**config.mk**
```make
export PLATFORM = sky130hd
export DESIGN_NAME = pslx_fifo
export DESIGN_NICKNAME = d
export VERILOG_FILES = /design/src/rtl/pslx_pkg.sv /design/src/rtl/pslx_fifo.sv
export SDC_FILE = /design/constraint.sdc
export NUM_CORES = 1
export LEC_CHECK = 0
export BUFFER_PORTS_ARGS = -buffer_cell sky130_fd_sc_hd__buf_2
export CORE_MARGIN = 2
export CORE_UTILIZATION = 52
export DETAILED_ROUTE_END_ITERATION = 10
export PLACE_DENSITY = 0.78
export SLEW_MARGIN = 20
export SYNTH_ARGS = -nofsm -noshare
export SYNTH_HDL_FRONTEND = slang
export SYNTH_SLANG_ARGS = --single-unit
```
**constraint.sdc**
```tcl
create_clock -name clk -period 2.9 [get_ports clk]
set_input_delay 0.435 -clock clk [delete_from_list [all_inputs] [get_ports clk]]
set_output_delay 0.435 -clock clk [all_outputs]
set_load 0.02 [all_outputs]
```
**src/rtl/pslx_pkg.sv**
```systemverilog
package pslx_pkg;

    localparam int MAX_LEXEME_DEF    = 32;
    localparam int TABLE_ENTRIES_DEF = 64;
    localparam int NUM_KEYWORDS      = 13;
    localparam int LEN_W             = 7;

    localparam logic [4:0] K_KEYWORD = 5'd0;
    localparam logic [4:0] K_IDENT   = 5'd1;
    localparam logic [4:0] K_NUMBER  = 5'd2;
    localparam logic [4:0] K_PLUS    = 5'd3;
    localparam logic [4:0] K_MINUS   = 5'd4;
    localparam logic [4:0] K_STAR    = 5'd5;
    localparam logic [4:0] K_SLASH   = 5'd6;
    localparam logic [4:0] K_EQ      = 5'd7;
    localparam logic [4:0] K_GT      = 5'd8;
    localparam logic [4:0] K_GE      = 5'd9;
    localparam logic [4:0] K_LT      = 5'd10;
    localparam logic [4:0] K_LE      = 5'd11;
    localparam logic [4:0] K_NE      = 5'd12;
    localparam logic [4:0] K_SEMI    = 5'd13;
    localparam logic [4:0] K_COMMA   = 5'd14;
    localparam logic [4:0] K_LPAREN  = 5'd15;
    localparam logic [4:0] K_RPAREN  = 5'd16;
    localparam logic [4:0] K_LBRACE  = 5'd17;
    localparam logic [4:0] K_RBRACE  = 5'd18;
    localparam logic [4:0] K_ERROR   = 5'd19;
    localparam logic [4:0] K_EOF     = 5'd20;

    localparam logic [63:0] KW_TEXT [NUM_KEYWORDS] = '{
        64'("program"), 64'("var"), 64'("integer"), 64'("real"), 64'("begin"),
        64'("end"), 64'("if"), 64'("then"), 64'("else"), 64'("while"),
        64'("do"), 64'("write"), 64'("read")
    };
    localparam int KW_LEN [NUM_KEYWORDS] = '{7, 3, 7, 4, 5, 3, 2, 4, 4, 5, 2, 5, 4};

    typedef enum logic [2:0] {
        M_IDLE,
        M_IDENT,
        M_NUMBER,
        M_GT,
        M_LT
    } scan_mode_t;

    typedef enum logic [3:0] {
        B_IDLE,
        B_CLASS,
        B_LEN,
        B_LCHK,
        B_CRD,
        B_CCHK,
        B_NEW,
        B_WR,
        B_EMIT
    } back_state_t;

    typedef struct packed {
        logic [4:0]       kind;
        logic [LEN_W-1:0] len;
        logic             trunc;
        logic [31:0]      value;
        logic [15:0]      line;
        logic [15:0]      col;
        logic             last;
    } req_t;

    typedef struct packed {
        logic [4:0]  kind;
        logic [3:0]  kw;
        logic [5:0]  slot;
        logic        full;
        logic [31:0] value;
        logic [5:0]  len;
        logic        trunc;
        logic [15:0] line;
        logic [15:0] col;
        logic        last;
    } tok_t;

    // bit 4 is the hit flag, low bits the keyword index
    function automatic logic [4:0] kw_find(input logic [63:0] lex8, input logic [LEN_W-1:0] n);
        logic [4:0] res;
        logic       eq;
        res = 5'd0;
        for (int k = NUM_KEYWORDS - 1; k >= 0; k--) begin
            eq = (n == LEN_W'(KW_LEN[k]));
            for (int j = 0; j < 8; j++) begin
                if (j < KW_LEN[k]) begin
                    if (lex8[j*8 +: 8] != KW_TEXT[k][(KW_LEN[k]-1-j)*8 +: 8]) begin
                        eq = 1'b0;
                    end
                end
            end
            if (eq) begin
                res = {1'b1, 4'(k)};
            end
        end
        return res;
    endfunction

endpackage

```
**src/rtl/pslx_fifo.sv**
```systemverilog
module pslx_fifo
    import pslx_pkg::*;
#(
    parameter int WIDTH = 8,
    parameter int DEPTH = 2
)(
    input  logic             clk,
    input  logic             rst_n,
    input  logic             push,
    input  logic [WIDTH-1:0] wdata,
    output logic             full,
    input  logic             pop,
    output logic [WIDTH-1:0] rdata,
    output logic             empty
);

    localparam int PW = (DEPTH > 1) ? $clog2(DEPTH) : 1;
    localparam int CW = $clog2(DEPTH + 1);

    logic [WIDTH-1:0] mem_reg [DEPTH];
    logic [PW-1:0]    wr_reg, wr_next, rd_reg, rd_next;
    logic [CW-1:0]    cnt_reg, cnt_next;
    logic             do_push, do_pop;

    assign full    = (cnt_reg == CW'(DEPTH));
    assign empty   = (cnt_reg == '0);
    assign rdata   = mem_reg[rd_reg];
    assign do_push = push && !full;
    assign do_pop  = pop && !empty;

    always_comb
    begin
        wr_next  = wr_reg;
        rd_next  = rd_reg;
        cnt_next = cnt_reg;
        if (do_push)
        begin
            wr_next = (wr_reg == PW'(DEPTH - 1)) ? '0 : wr_reg + PW'(1);
        end
        if (do_pop)
        begin
            rd_next = (rd_reg == PW'(DEPTH - 1)) ? '0 : rd_reg + PW'(1);
        end
        if (do_push && !do_pop)
        begin
            cnt_next = cnt_reg + CW'(1);
        end
        else if (do_pop && !do_push)
        begin
            cnt_next = cnt_reg - CW'(1);
        end
    end

    always_ff @(posedge clk or negedge rst_n)
    begin
        if (!rst_n)
        begin
            wr_reg  <= '0;
            rd_reg  <= '0;
            cnt_reg <= '0;
        end
        else
        begin
            wr_reg  <= wr_next;
            rd_reg  <= rd_next;
            cnt_reg <= cnt_next;
        end
    end

    always_ff @(posedge clk)
    begin
        if (do_push)
        begin
            mem_reg[wr_reg] <= wdata;
        end
    end

endmodule

```
== Word-level counts from Yosys, hierarchy flattened ==
Memories as Yosys holds them, arrays and structs flattened.
Cells that the tools add are included.
Widths: inputs -> output; s select.

* Mux-type cells: 6
* Reduce and logical (&&, ||, !) cells: 10
* Add/sub/neg operators: 4
* Eq/ne operators: 1

{| class="wikitable"
|+ Operators with widths
! cell !! count
|-
| $logic_and 1x1->1 || 4
|-
| $logic_not 1->1 || 4
|-
| $mux 1 || 4
|-
| $mux 2 || 2
|-
| $add 1x1->1 const B || 2
|-
| $add 2x1->2 const B || 1
|-
| $eq 2x2->1 const B || 1
|-
| $logic_not 2->1 || 1
|-
| $reduce_bool 2->1 || 1
|-
| $sub 2x1->2 const B || 1
|}

* Output and inout bits: 10
* Bits in writable memories: 16
* Input bits: 12
* Logic and storage cells: 25
* Memories kept: 1
* Register bits after elaboration: 4

{| class="wikitable"
|+ Memories
! name !! words !! bits a word !! rd ports !! clocked after memory_dff !! wr ports !! line !! text
|-
| mem_reg || 2 || 8 || 1 || 0 || 1 || pslx_fifo.sv:20 || <nowiki>logic [WIDTH-1:0] mem_reg [DEPTH];</nowiki>
|}

== Logic depth before layout (Yosys ltp) ==
Gate-level depths: netlist of run 1.

* Depth after elaboration: 7
* Gate-level depth with buffers: 7
* Mapped depth without buffers: 7

== Worst setup path after synthesis of run 1 ==
OpenSTA, ideal clock, no wires.

* Path type: register to register
* Start point: register cnt_reg[0]
* End point: memory mem_reg[0][0] (enable)
* Required time: 2.530 ns
* Library setup time: 0.370 ns
* Stages on the path, launching flop included: 4
* Period minus slack after synthesis: 1.392 ns
* Path buffers: 0
* Setup slack: 1.508 ns
* Data arrival time: 1.022 ns
* Cells stage by stage: dfrtp_1 > nand2b_1 > nand2_2 > nor2_1

* Word-level cells in the longest chain between the ends: 5

{| class="wikitable"
|+ Ends and longest elaborated chain
! item !! line !! text
|-
| start: declaration || pslx_fifo.sv:22 || <nowiki>logic [CW-1:0] cnt_reg, cnt_next;</nowiki>
|-
| start signal: assignment || pslx_fifo.sv:66 || <nowiki>cnt_reg <= cnt_next;</nowiki>
|-
| $eq 2x2->1 || pslx_fifo.sv:25 || <nowiki>assign full = (cnt_reg == CW'(DEPTH));</nowiki>
|-
| $logic_not 1->1 || pslx_fifo.sv:28 || <nowiki>assign do_push = push && !full;</nowiki>
|-
| $logic_and 1x1->1 || pslx_fifo.sv:28 ||
|-
| $mux 1 || pslx_fifo.sv:72 || <nowiki>if (do_push)</nowiki>
|-
| $mux 1 (not written as such) || pslx_fifo.sv:74 || <nowiki>mem_reg[wr_reg] <= wdata;</nowiki>
|-
| end: declaration || pslx_fifo.sv:20 ||
|}

Every way passes these cells.

== Worst setup path in the final report of run 1 ==
* Start point: register rd_reg
* End point: output rdata[2]

* Word-level cells in the longest chain between the ends: 1

{| class="wikitable"
|+ Ends and longest elaborated chain
! item !! line !! text
|-
| start: declaration || pslx_fifo.sv:21 || <nowiki>logic [PW-1:0] wr_reg, wr_next, rd_reg, rd_next;</nowiki>
|-
| start signal: assignment || pslx_fifo.sv:65 || <nowiki>rd_reg <= rd_next;</nowiki>
|-
| $mem_v2 2x8 || n/a ||
|-
| end: declaration || pslx_fifo.sv:13 || <nowiki>output logic [WIDTH-1:0] rdata,</nowiki>
|}

Every way passes these cells.

==> results of run 1 <==
[cell families after synthesis]
group / count (synthesis)
xor gates and xnor gates: 5
and+or+nand+nor: 6
adders and majority gates: 1
muxes: 8
buffers and inverters: 3
AOI/OAI and AO/OA: 1
DFF: 20
[metal layers]
layer	vias up	global-route usage (%)	part of all wire, %
li1	206	-	-
met1	207	16.9	40
met2	14	26.1	52
met3	2	5.96	7.2
met4	0	3.75	0.34
met5	-	0	0
[cells in the mapped netlist]
cell type / number
and3_1: 1
dfrtp_1: 4
o21ai_1: 1
nand2b_1: 1
mux2_1: 6
ha_1: 1
inv_1: 2
buf_2: 1
edfxtp_1: 16
xnor2_2: 1
nand2_2: 1
nor2_1: 3
mux2_2: 2
xor2_1: 2
xnor2_1: 2
[stage by stage]
| step | setup slack [ns] | hold WS (ns) | power, mW | area (µm²) | instances |
|---|---|---|---|---|---|
| 2_1_floorplan | 1.51 | 0.139 | 0.714 | 782 | 44 |
| 3_3_place_gp | 1.32 | 0.245 | 0.802 | 901 | 79 |
| 3_5_place_dp | 1.25 | 0.249 | 0.823 | 901 | 79 |
| 4_1_cts | 1.05 | 0.324 | 0.947 | 937 | 84 |
| 5_1_grt | 0.987 | 0.309 | 0.995 | 937 | 84 |
| 6_report | 1.07 | 0.331 | 0.934 | 937 | 84 |
[layout make-up]
cell class	instances	area (µm²)
clock inverter	1	3.75
multi-input combinational	21	189
fill	92	413
inverter	2	7.51
sequential	20	581
clock buffer	3	22.5
tap	15	18.8
timing repair buffer	22	115
[worst min-delay path by stage]
| stage | depth (start not counted) | slack, ns | to |
|---|---|---|---|
| after floorplan | 0 | 0.14 | cnt_reg[0] |
| after global placement | 1 | 0.25 | cnt_reg[1] |
| after detailed placement | 1 | 0.25 | cnt_reg[0] |
| after CTS | 1 | 0.32 | mem_reg[0][6] |
| after global routing | 1 | 0.31 | mem_reg[0][6] |
| final | 1 | 0.33 | mem_reg[0][6] |
[report_power, final]
group / switching [mW] / leakage (nW) / total (mW) / internal (mW)
combinational: 0.195 / 0.183 / 0.344 / 0.149
clock: 0.0735 / 0.0154 / 0.123 / 0.0499
sequential: 0.0646 / 0.195 / 0.466 / 0.402
total: 0.333 / 0.394 / 0.934 / 0.600
==> reports/results.txt, run 1 <==
Pins Over Slew Limit: 0
Clock Sinks: 20
largest family of logic cells by synthesized area: multiplexers
drt wl/cell: 14.1 µm
status: finished clean
antenna-violating nets left: 0
Setup crit end kind: primary output
largest net degree at the start of global routing: 12
post-synthesis mux area share: 11.5%
GP Congestion: 0.734
die area: 0.00183 mm²
Synthesis Warnings: 0
Post-Synth Adder-Cell Area: 1.60%
critical path depth in cells: 2
top-area cell type share of the netlist area: 61.4%
Tmin final: 1.83 ns
Die Wd: 42.8 µm
Die Y: 42.8 µm
Crit path buffers/inverters: 1
Clock Tree Root: clkbuf_4
CP max stage cell: dfrtp_1
1st-iter DRT viols: 1
Cells after Synth: 44
VDD IR max: 683 µV
Reg clk slew, reported paths: 0.10 ns
FF-to-FF End: mem_reg[0][7]
DRC violations left: 0
type of origin of the critical path: flop
Fmax: 0.547 GHz
post-synth net total: 57
CTS H-tree depth: 1
CP top delay family: flip-flops
CP required: 2.47 ns
Max clock buf depth: 2
CTS tree: yes
slew margin rel.: 52.8%
Hold-fix buffers, CTS: 1
Synth Area in XOR/XNOR: 6.56%
Max-cap violations: 0
R2R Path Start: cnt_reg[0]
sequential-to-total area share from yosys stat: 74.2%
Netlist cell types: 15
Cell Area, Synth: 782 µm²
antenna violations before repair: 0
CP max stage delay: 0.58 ns
fin nets: 83
vias: 429
Row Count: 13
hpwl dp: 918 µm
most frequent cells in the layout: buf_2, edfxtp_1, mux2_1
Routed WL: 1190 µm
Num CTS Buffers: 3
final setup violation count: 0
Core ar.: 0.00135 mm²
via/cell ratio: 5.11
Crit Path Class: flop to primary output
total grt overflow: 0
Worst EP arrival: 1.39 ns
port bufs: 21
Cell Chain, Critical Path: mux2_2 -> buf_2
Post-Synth Simple-Gate Area: 3.84%
Antenna diodes: 0
area grow syn2layout: 19.8%
Mapped Avg Cell Area: 17.8 µm²
min-delay src: wdata[6]
largest area contributor in the netlist: edfxtp_1
initial core utilization: 57.9%
Tcrit/Tclk final: 63.0%
max reg flops: 16
Seq cells post-synth: 20
number of iterations in the first detailed-routing pass: 4
Top Ports: 22
share of cells above drive strength 1: 40.6%
Pleak: 0.394 nW
HP Class: input pin to flop
number of global-route vias before repair: 436
CP Max Fanout: 9
Pwr Density: 996 mW/mm²
Synth area leaders: edfxtp_1, dfrtp_1, mux2_1
unrepaired setup endpoints after global routing: false
Resized Gates After CTS: 0
Clock Skew: 0.00789 ns
crit path from: rd_reg
CP Capture Point: rdata[2]
first-pass GRT wire length: 1950 µm
setup tns final: 0 ns
Least-Margin Pin Slew: 0.705 ns
Layout Utilization: 69.4%
Compound-Gate Fraction of Synth Area: 0.640%
GRT Resource Usage Total: 14.9%
worst skew pair latency: 0.29 ns
most common cell after layout, fill and taps aside: buf_2
R2R setup slack: 1.25 ns
Fin. Hold Viols: 0
setup repair bufs after CTS: 0
R2R depth: 3
Power figures use the tool's default switching activity.
==> run 2, diff against run 1 <==
--- a/config.mk
+++ b/config.mk
@@ -7,9 +7,9 @@
 export LEC_CHECK = 0
 export BUFFER_PORTS_ARGS = -buffer_cell sky130_fd_sc_hd__buf_2
 export CORE_MARGIN = 2
-export CORE_UTILIZATION = 52
+export CORE_UTILIZATION = 48
 export DETAILED_ROUTE_END_ITERATION = 10
-export PLACE_DENSITY = 0.78
+export PLACE_DENSITY = 0.72
 export SLEW_MARGIN = 20
 export SYNTH_ARGS = -nofsm -noshare
 export SYNTH_HDL_FRONTEND = slang
==> constraint.sdc (replaced) <==
create_clock -name clk -period 1.7 [get_ports clk]
set_input_delay 0.255 -clock clk [delete_from_list [all_inputs] [get_ports clk]]
set_output_delay 0.255 -clock clk [all_outputs]
set_load 0.02 [all_outputs]
==> reports/results.txt, run 2 (synthesis gave the netlist of run 1 again) <==
status: finished clean
Max-cap violations: 0 (unchanged)
CP max stage cell: dfrtp_2
most common cell after layout, fill and taps aside: buf_2
Fillers: 119 (+29%)
via/cell ratio: 4.91 (-3.9%)
Tmin final: 1.57 ns
GRT Resource Usage Total: 14.8% (-0.11 points)
DRC violations left: 0 (unchanged)
Sw Pwr: 0.590 mW (+77%)
HP Class: input pin to flop
Crit Path Class: flop to primary output
Top Ports: 22 (unchanged)
pre-CTS WS: 0.188 ns (-1.06 ns)
CP max stage delay: 0.50 ns (-0.08 ns)
hold-critical path endpoint: mem_reg[1][7]
CP Max Fanout: 9 (unchanged)
die area: 0.00197 mm² (+7.5%)
clock network power share: 21.5% (+8.3 points)
R2R Path Start: cnt_reg[0]
1st-iter DRT viols: 4 (+3)
Pleak: 0.411 nW (+4.3%)
Antenna diodes: 0 (unchanged)
antenna violations before repair: 0 (unchanged)
Pint: 1.19 mW (+98%)
worst skew pair latency: 0.30 ns (about the same)
drt wl/cell: 14.3 µm (+0.96%)
hold depth: 1 (unchanged)
crit path from: rd_reg
Pins Over Slew Limit: 0 (unchanged)
Die Wd: 44.4 µm (+3.7%)
Least-Margin Pin Slew: 0.386 ns (-0.319 ns)
initial core utilization: 51.3% (-6.6 points)
Tot Pwr: 1.78 mW (+91%)
fin nets: 84 (+1.2%)
Num CTS Buffers: 3 (unchanged)
most frequent cells in the layout: buf_2, edfxtp_1, mux2_1
largest net degree at the start of global routing: 13 (+1)
slew margin rel.: 74.3% (+21 points)
Fmax: 0.636 GHz
Comb pwr share: 33.9% (-3.0 points)
type of origin of the critical path: flop
Crit path buffers/inverters: 1 (unchanged)
R2R depth: 7 (+4)
setup tns final: 0 ns (unchanged)
Core ar.: 0.00152 mm² (+13%)
number of iterations in the first detailed-routing pass: 2 (-2)
unrepaired setup endpoints after global routing: false
number of global-route vias before repair: 431 (-1.1%)
first-pass GRT wire length: 1940 µm (-0.36%)
Routed WL: 1230 µm (+3.4%)
area grow syn2layout: 24.5%
GP Congestion: 0.709 (-3.5%)
Fin. Hold Viols: 0 (unchanged)
Layout Utilization: 63.9% (-5.5 points)
Clock Skew: 0.00103 ns (-0.00686 ns)
CTS H-tree depth: 1 (unchanged)
Cell Chain, Critical Path: mux2_2 -> buf_2
R2R setup slack: 0.18 ns (-1.07 ns)
setup repair bufs after CTS: 0 (unchanged)
share of cells above drive strength 1: 44.3% (+3.7 points)
antenna-violating nets left: 0 (unchanged)
Sw Share: 33.1% (-2.6 points)
max reg flops: 16 (unchanged)
Die Y: 44.4 µm (+3.7%)
Final WS setup: 0.128 ns (-0.945 ns)
Max clock buf depth: 2 (unchanged)
total grt overflow: 0 (unchanged)
FF-to-FF End: cnt_reg[1]
Worst EP arrival: 1.32 ns (-0.07 ns)
Tcrit/Tclk final: 92.5%
Reg power frac: 44.6% (-5.3 points)
CP required: 1.44 ns (-1.03 ns)
Reg clk slew, reported paths: 0.11 ns (about the same)
min-delay src: wdata[7]
CP top delay family: flip-flops
port bufs: 21 (unchanged)
VDD IR max: 1120 µV (+64%)
Row Count: 14 (+1)
Clock Tree Root: clkbuf_4
final setup violation count: 0 (unchanged)
footprint of the multi-input gates: 189 µm² (unchanged)
storage element area: 582 µm² (+0.22%)
Setup crit end kind: primary output
Pwr Density: 1830 mW/mm² (+84%)
hpwl dp: 897 µm (-2.3%)
vias: 422 (-1.6%)
CTS tree: yes
Clock Sinks: 20 (unchanged)
-- run 2: per-stage QoR --
step,instance area [µm²],hold WS [ns],cells
2_1_floorplan,782,-0.0406,44
6_report,973,0.137,86
3_5_place_dp,910,0.0688,81
3_3_place_gp,910,0.0669,81
4_1_cts,972,0.128,86
5_1_grt,973,0.111,86
-- run 2: worst max path at each step --
stage,endpoint,slack [ns],depth (start not counted)
6_report,rdata[2],0.13,2
5_1_grt,rdata[7],0.06,2
4_1_cts,rdata[2],0.007,2
3_5_place_dp,cnt_reg[1],0.19,6
3_3_place_gp,cnt_reg[1],0.30,7
2_1_floorplan,mem_reg[0][0],0.31,3
-- run 2: metal layers --
layer	up-vias	share of wire (%)	track usage (%)
met2	13	52	25.6
met4	0	1.2	7.27
met1	196	42	16.3
met5	-	0	0
li1	211	-	-
met3	2	4.1	4.90
-- run 2: repair_timing --
item / CTS / global route
resized for setup: 0 / 1
endpoints found under the hold margin: 4 / 0
endpoints found under the setup margin: 0 / 8
hold buffers: 1 / 0
-- run 2: power groups by stage --
stage	clock network (mW)	registers (mW)	logic (mW)
4_1_cts	0.390	0.794	0.610
6_report	0.383	0.794	0.603
2_1_floorplan	0	0.746	0.472
5_1_grt	0.414	0.810	0.645
3_5_place_dp	0	0.805	0.604
3_3_place_gp	0	0.795	0.589
-- run 2: layout make-up --
cell class,instances,area share [%]
clock buffers,3,2.31
clock inverters,1,3.08
inverters,2,0.771
multi-input cells,21,19.4
flip-flops and latches,20,59.8
well taps,16,2.06
repair buffers,23,12.6
